### src/sv/hpix_pkg.sv
// Types, constants and register codes shared by the hot pixel correction block.
package hpix_pkg;

   localparam int SAMPLE_BITS       = 16;
   localparam int MAX_WIDTH_DEFAULT = 4096;
   localparam int FRAME_WIDTH_BITS  = 13;
   localparam int FRAME_HEIGHT_BITS = 16;
   localparam int ROW_BITS          = FRAME_HEIGHT_BITS + 1;
   localparam int CSR_ADDR_BITS     = 4;
   localparam int CSR_DATA_BITS     = 32;

   localparam logic [FRAME_WIDTH_BITS-1:0]  FRAME_WIDTH_RESET  = 13'd4096;
   localparam logic [FRAME_HEIGHT_BITS-1:0] FRAME_HEIGHT_RESET = 16'd1;
   localparam logic [SAMPLE_BITS-1:0]       LIMIT_RESET        = 16'd19661;

   localparam logic REQ_PIXEL = 1'b0;
   localparam logic REQ_DRAIN = 1'b1;

   localparam int CH_RED   = 2;
   localparam int CH_GREEN = 1;
   localparam int CH_BLUE  = 0;

   localparam int ROW_TOP = 0;
   localparam int ROW_MID = 1;
   localparam int ROW_BOT = 2;

   typedef enum logic [1:0] {
      REG_FRAME_WIDTH,
      REG_FRAME_HEIGHT,
      REG_DEVIATION_LIMIT
   } csr_index_type;

   typedef logic [SAMPLE_BITS-1:0] sample_type;
   typedef sample_type [2:0]       pixel_type;
   typedef pixel_type [2:0]        column_type;

   typedef struct packed {
      logic       req_type;
      sample_type in_red;
      sample_type in_green;
      sample_type in_blue;
   } req_beat_type;

   typedef struct packed {
      sample_type out_red;
      sample_type out_green;
      sample_type out_blue;
      logic       end_of_frame;
   } rsp_beat_type;

   typedef struct packed {
      logic top_rep;
      logic bot_rep;
      logic left_rep;
      logic use_new;
   } win_sel_type;

   typedef struct packed {
      logic        emit;
      logic        flush;
      logic        last;
      logic        fwd;
      win_sel_type sel;
   } stage_type;

endpackage

### src/sv/hpix_fix.sv
// Neighbour mean and replacement decision for the three channels of one window.
module hpix_fix (
   input  hpix_pkg::column_type  prev_col,
   input  hpix_pkg::column_type  cur_col,
   input  hpix_pkg::column_type  new_col,
   input  hpix_pkg::win_sel_type sel,
   input  hpix_pkg::sample_type  limit,
   output hpix_pkg::pixel_type   fixed
);
   import hpix_pkg::*;

   localparam int SUM9_BITS = SAMPLE_BITS + 4;
   localparam int SUM8_BITS = SAMPLE_BITS + 3;

   column_type left_col;
   column_type right_col;
   logic       bypass;

   assign left_col  = sel.left_rep ? cur_col : prev_col;
   assign right_col = sel.use_new ? new_col : cur_col;
   assign bypass    = (limit == '0);

   for (genvar ch = 0; ch < 3; ch++) begin : g_ch
      sample_type           lt, lm, lb, ct, cm, cb, rt, rm, rb;
      logic [SUM9_BITS-1:0] sum9;
      logic [SUM8_BITS-1:0] sum8;
      sample_type           mean;
      sample_type           dev;

      assign lt = sel.top_rep ? left_col[ROW_MID][ch]  : left_col[ROW_TOP][ch];
      assign lm = left_col[ROW_MID][ch];
      assign lb = sel.bot_rep ? left_col[ROW_MID][ch]  : left_col[ROW_BOT][ch];
      assign ct = sel.top_rep ? cur_col[ROW_MID][ch]   : cur_col[ROW_TOP][ch];
      assign cm = cur_col[ROW_MID][ch];
      assign cb = sel.bot_rep ? cur_col[ROW_MID][ch]   : cur_col[ROW_BOT][ch];
      assign rt = sel.top_rep ? right_col[ROW_MID][ch] : right_col[ROW_TOP][ch];
      assign rm = right_col[ROW_MID][ch];
      assign rb = sel.bot_rep ? right_col[ROW_MID][ch] : right_col[ROW_BOT][ch];

      assign sum9 = SUM9_BITS'(lt) + SUM9_BITS'(lm) + SUM9_BITS'(lb)
                  + SUM9_BITS'(ct) + SUM9_BITS'(cm) + SUM9_BITS'(cb)
                  + SUM9_BITS'(rt) + SUM9_BITS'(rm) + SUM9_BITS'(rb);
      assign sum8 = SUM8_BITS'(sum9 - SUM9_BITS'(cm));
      assign mean = sum8[SUM8_BITS-1:3];
      assign dev  = (cm > mean) ? (cm - mean) : (mean - cm);

      assign fixed[ch] = (!bypass && (dev > limit)) ? mean : cm;
   end

endmodule

### config.mk
export PLATFORM = sky130hd
export DESIGN_NAME = hpix_fix
export DESIGN_NICKNAME = d
export VERILOG_FILES = /design/src/sv/hpix_pkg.sv /design/src/sv/hpix_fix.sv
export SDC_FILE = /design/constraint.sdc
export NUM_CORES = 1
export LEC_CHECK = 0
export ABC_AREA = 1
export BUFFER_PORTS_ARGS = -buffer_cell sky130_fd_sc_hd__buf_4
export CORE_ASPECT_RATIO = 1.25
export CORE_UTILIZATION = 35
export DETAILED_ROUTE_END_ITERATION = 8
export PLACE_DENSITY_LB_ADDON = 0.12
export RECOVER_POWER = 100
export SLEW_MARGIN = 30
export SYNTH_ARGS = -nofsm -noshare
export SYNTH_HDL_FRONTEND = slang
export SYNTH_SLANG_ARGS = --single-unit
### constraint.sdc
create_clock -name vclk -period 21.6
set_input_delay 3.24 -clock vclk [all_inputs]
set_output_delay 3.24 -clock vclk [all_outputs]
set_load 0.05 [all_outputs]
==> results of run 1 <==
-- worst paths after layout --
path                        start  endpoint  slack, ps
worst min-delay path  cur_col[55]  fixed[7]       6940
worst max-delay path       sel[2]  fixed[8]       2730
-- through the flow --
step	util	setup WS, ps	instance area, µm²	hold slack, ps	cells
2_1_floorplan	-	5960	22900	6810	3432
3_3_place_gp	0.420	3840	27100	6910	4626
3_5_place_dp	0.420	3950	27100	6920	4626
4_1_cts	0.420	3920	27100	6920	4626
5_1_grt	0.418	1620	26900	6950	4631
6_report	0.418	2730	26900	6940	4631
-- worst max-delay path, delay by kind of cell --
kind            cells  cell delay [ps]
buf+inv            11             3470
fa+ha+maj           8             3400
simple gates       15             2640
compound gates     13             2160
xor+xnor            1              590
-- cells in the mapped netlist, types with 4 or more instances --
master	count	area share
nand2_1	817	0.13
inv_1	646	0.11
o21ai_0	413	0.090
fa_1	327	0.29
a21oi_1	259	0.057
ha_1	204	0.11
clkbuf_1	131	0.021
o211ai_1	99	0.032
xor2_1	86	0.033
nor2_1	73	0.012
nand3_1	61	0.013
nand2_2	48	0.013
o21ai_2	34	0.013
xnor2_1	32	0.012
nand4_1	24	0.0066
buf_1	16	0.0026
o21ai_1	15	0.0033
nor3_1	13	0.0028
nand3_2	11	0.0048
a22o_1	9	0.0034
nor4_1	9	0.0025
or2_2	9	0.0025
a211oi_1	7	0.0023
buf_2	7	0.0015
o21bai_1	7	0.0023
buf_6	6	0.0030
a21o_1	5	0.0016
a21oi_2	5	0.0019
a31oi_1	5	0.0014
o22ai_1	5	0.0014
nand2_4	4	0.0020
o31ai_1	4	0.0013
-- layer usage --
metal | track usage | share of wire
met1 | 0.337 | 0.43
met2 | 0.470 | 0.50
met3 | 0.0336 | 0.055
met4 | 0.0455 | 0.017
met5 | 0 | 0.00073
-- final cells by class --
class | count | area, µm² | area share
Multi-Input combinational cell | 2616 | 19700 | 0.730
Timing Repair Buffer | 512 | 3740 | 0.139
Inverter | 650 | 2460 | 0.0911
Tap cell | 848 | 1060 | 0.0394
Antenna cell | 5 | 12.5 | 0.000464
-- logic make-up (layout without fill, tap and decap cells) --
kind of cell / count (synthesis) / in the layout / share of synthesized area
other: 0 / 5 / 0
AOI/OAI and AO/OA: 886 / 886 / 0.219
xor gates and xnor gates: 119 / 119 / 0.0459
muxes: 3 / 3 / 0.00131
and+or+nand+nor: 1077 / 1077 / 0.197
buffers and inverters: 816 / 1162 / 0.139
adders and majority gates: 531 / 531 / 0.398
==> metrics.md, run 1 <==
| Metric | Value |
|---|---|
| Worst Setup Start Kind | input pin |
| Hold crit path type | input pin to output pin |
| Initial antenna violation count | 10 |
| Tcrit/Tclk final | 0.874 |
| Vias | 23,700 |
| Total gr overflow | 0 |
| Die height | 288 µm |
| Number of port buffers | 500 |
| Sequential fraction of the synthesis area | 0 |
| Max Slew Vio Count | 0 |
| Leading cell type in the layout, fill and taps excluded | nand2_1 |
| Register area | 0 µm² |
| Seq_cells | 0 |
| Core Footprint | 64,500 µm² |
| Max Clock Freq | 53.0 MHz |
| Most used cell, CP | inv_1 |
| Final Critical Period | 18,870 ps |
| Crit Path Class | input pin to output pin |
| GRT Overall Usage | 0.262 |
| P&R area growth vs syn | 17.8% |
| Net Count, Synth | 4,415 |
| Cell Area, Synth | 22,900 µm² |
| Die area | 66,400 µm² |
| Final ANT Viol Nets | 0 |
| Type of destination of the critical path | output pin |
| Wire per inst | 19.1 µm |
| Crit path required time | 18,360 ps |
| Hold path depth | 4 |
| Io pins | 500 |
| Via/cell ratio | 5.12 |
| Worst-Margin Slew | 1460 ps |
| Routed Wire Length | 88.7 mm |
| CP arrival | 15,630 ps |
| Final nets | 4,763 |
| Pin count of the biggest net entering global routing | 123 |
| Cell row count | 104 |
| Post-DP HPWL | 75.7 mm |
| PostCTS Resize Cnt | 0 |
| RSZ-0062 raised after global routing | no |
| Outcome | finished, final reports clean |
| Cts-stage hold buffer count | 0 |
| Final hold violations | 0 |
| Setup bufs post-CTS | 0 |
| CP Max Fanout | 64 |
| Share of cells above drive strength 1 | 0.159 |
| Slew headroom | 0.0182 |
| Final setup viols | 0 |
| Drt pass-1 iters | 5 |
| Netlist cell types | 59 |
| Slowest-stage cell, CP | clkinvlp_2 |
| Initial Utilization | 0.354 |
| Die X-Extent | 231 µm |
| Residual DRC | 0 |
| Commonest non-fill, non-tap cells in the layout | 822 x nand2_1, 644 x inv_1, 476 x buf_4 |
| Avg Cell Area, Syn | 6.67 µm² |
| Setup TNS | 0 ps |
| First-pass GRT wire length | 135 mm |
| Max incr delay on CP | 1270 ps |
| Placer Congestion | 0.929 |
| Vias in the first global route | 24,200 |
| Post-Syn Instances | 3,432 |
| Filler cells | 7,111 |
| YS warnings | 0 |
| Max Cap Viol | 0 |
| Initial DRC Count | 1,380 |
| Clock buffer count | 0 |
Power of run 1 is not shown: default switching activity piles up to over one toggle a cycle in this logic, so the estimate is an artifact.
==> inputs of run 2 (changes only) <==
--- a/config.mk
+++ b/config.mk
@@ -14,2 +14,3 @@
 export RECOVER_POWER = 100
+export REMOVE_ABC_BUFFERS = 1
 export SLEW_MARGIN = 30
==> constraint.sdc (replaced) <==
create_clock -name vclk -period 21.6
set_input_delay 3.24 -clock vclk [all_inputs]
set_output_delay 3.24 -clock vclk [all_outputs]
set_load 0.1 [all_outputs]
==> metrics.md, run 2 (same netlist as run 1, synthesis figures left out) <==
| Metric | Value |
|---|---|
| Outcome | finished, violations left |
| Drt pass-1 iters | 5 (unchanged) |
| Final ANT Viol Nets | 0 (unchanged) |
| Max Slew Vio Count | 54 (+54) |
| Die X-Extent | 231 µm (unchanged) |
| CP Max Fanout | 85 (+33%) |
| Slew headroom | -0.753 (-0.771) |
| Slowest-stage cell, CP | clkbuf_1 |
| Post-DP HPWL | 68.6 mm (-9.4%) |
| CP arrival | 15,590 ps (-40 ps) |
| First-pass GRT wire length | 125 mm (-7.1%) |
| Routed Wire Length | 78.9 mm (-11%) |
| Vias in the first global route | 23,500 (-2.6%) |
| Number of port buffers | 500 (unchanged) |
| Cts-stage hold buffer count | 0 (unchanged) |
| Cell row count | 104 (unchanged) |
| Final Critical Period | 18,830 ps (-43.3 ps) |
| Core Footprint | 64,500 µm² (unchanged) |
| GRT Overall Usage | 0.234 (-0.0277) |
| Residual DRC | 0 (unchanged) |
| Clock buffer count | 0 (unchanged) |
| Vias | 23,000 (-3.1%) |
| Placer Congestion | 0.959 (+3.2%) |
| Failing checks | max-capacitance violations, max-slew violations |
| Final nets | 4,770 (+0.15%) |
| Crit path required time | 18,360 ps (about the same) |
| Tcrit/Tclk final | 0.872 (-0.00200) |
| Pin count of the biggest net entering global routing | 120 (-2.4%) |
| Hold Path Sink | fixed[30] |
| Commonest non-fill, non-tap cells in the layout | 817 x nand2_1, 644 x inv_1, 502 x buf_4 |
| Share of cells above drive strength 1 | 0.166 (+0.00763) |
| Type of destination of the critical path | output pin |
| # diodes | 0 (-5) |
| Die height | 288 µm (unchanged) |
| Initial DRC Count | 1,168 (-15%) |
| Wire per inst | 17.0 µm (-11%) |
| Initial Utilization | 0.354 (unchanged) |
| Via/cell ratio | 4.96 (-3.1%) |
| Hold crit path type | input pin to output pin |
| Hold path depth | 4 (unchanged) |
| Seq_cells | 0 (unchanged) |
| P&R area growth vs syn | 18.3% |
| Dpl ws | 4350 ps (+400 ps) |
| Max incr delay on CP | 1910 ps (+640 ps) |
| Leading cell type in the layout, fill and taps excluded | nand2_1 |
| Post-DP Area | 27,100 µm² (+0.13%) |
| Max Cap Viol | 1 (+1) |
| Total gr overflow | 0 (unchanged) |
| Critical path startpoint | sel[0] |
| Worst Setup Start Kind | input pin |
| Io pins | 500 (unchanged) |
| Finished Cell Area | 27,100 µm² (+0.42%) |
| Setup ws final | 2770 ps (+43.3 ps) |
| Final hold violations | 0 (unchanged) |
| Crit path buffers/inverters | 11 (unchanged) |
| Die area | 66,400 µm² (unchanged) |
| Max Clock Freq | 53.1 MHz (+0.23%) |
| Most used cell, CP | nand2_1 |
| PostCTS Resize Cnt | 0 (unchanged) |
| Hold path start | cur_col[78] |
| Initial antenna violation count | 6 (-4) |
| RSZ-0062 raised after global routing | no |
| Final setup viols | 0 (unchanged) |
| Setup bufs post-CTS | 0 (unchanged) |
| Register area | 0 µm² (unchanged) |
| CP top delay family | buffers and inverters |
| Worst-Margin Slew | 2630 ps (+1170 ps) |
| Crit Path Class | input pin to output pin |
| Setup TNS | 0 ps (unchanged) |
## run 2: changes by cell type in the layout (fill, tap and decap cells not counted), sizes merged
| cell | change |
|---|---|
| buf | +24 |
| clkbuf | -17 |
| clkinv | +1 |
| clkinvlp | -1 |
| diode | -5 |
## run 2: worst min-delay path, delay by kind of cell
| family | cells | cell delay [ps] |
|---|---|---|
| simple gates | 2 | 110 |
| buf+inv | 2 | 370 |
## run 2: worst max-delay path by stage
stage / to / slack (ps) / depth (start not counted)
floorplan: fixed[23] / 2990 / 41
global placement: fixed[42] / 4390 / 46
detailed placement: fixed[25] / 4350 / 48
CTS: fixed[25] / 4320 / 48
global route: fixed[23] / 1620 / 50
finish: fixed[1] / 2770 / 45
## run 2: final cells by class
type                            instances  area (µm²)
Fill cell                            7132       37500
Multi-Input combinational cell       2616       19700
Timing Repair Buffer                  519        3840
Inverter                              650        2460
Tap cell                              848        1060
## run 2: per-layer routing
layer | part of all wire | GRT usage
met2 | 0.52 | 0.445
met5 | 0.00071 | 0
met1 | 0.42 | 0.297
met4 | 0.014 | 0.0281
met3 | 0.039 | 0.0135
## run 2: metrics by stage
step,hold slack (ps),cells,utilization
final,6970,4633,0.419
after floorplan,7060,3266,-
after CTS,6980,4633,0.420
after global placement,6970,4633,0.420
after detailed placement,6980,4633,0.420
after global routing,6990,4633,0.419
Power of run 2 is left out for the same reason.
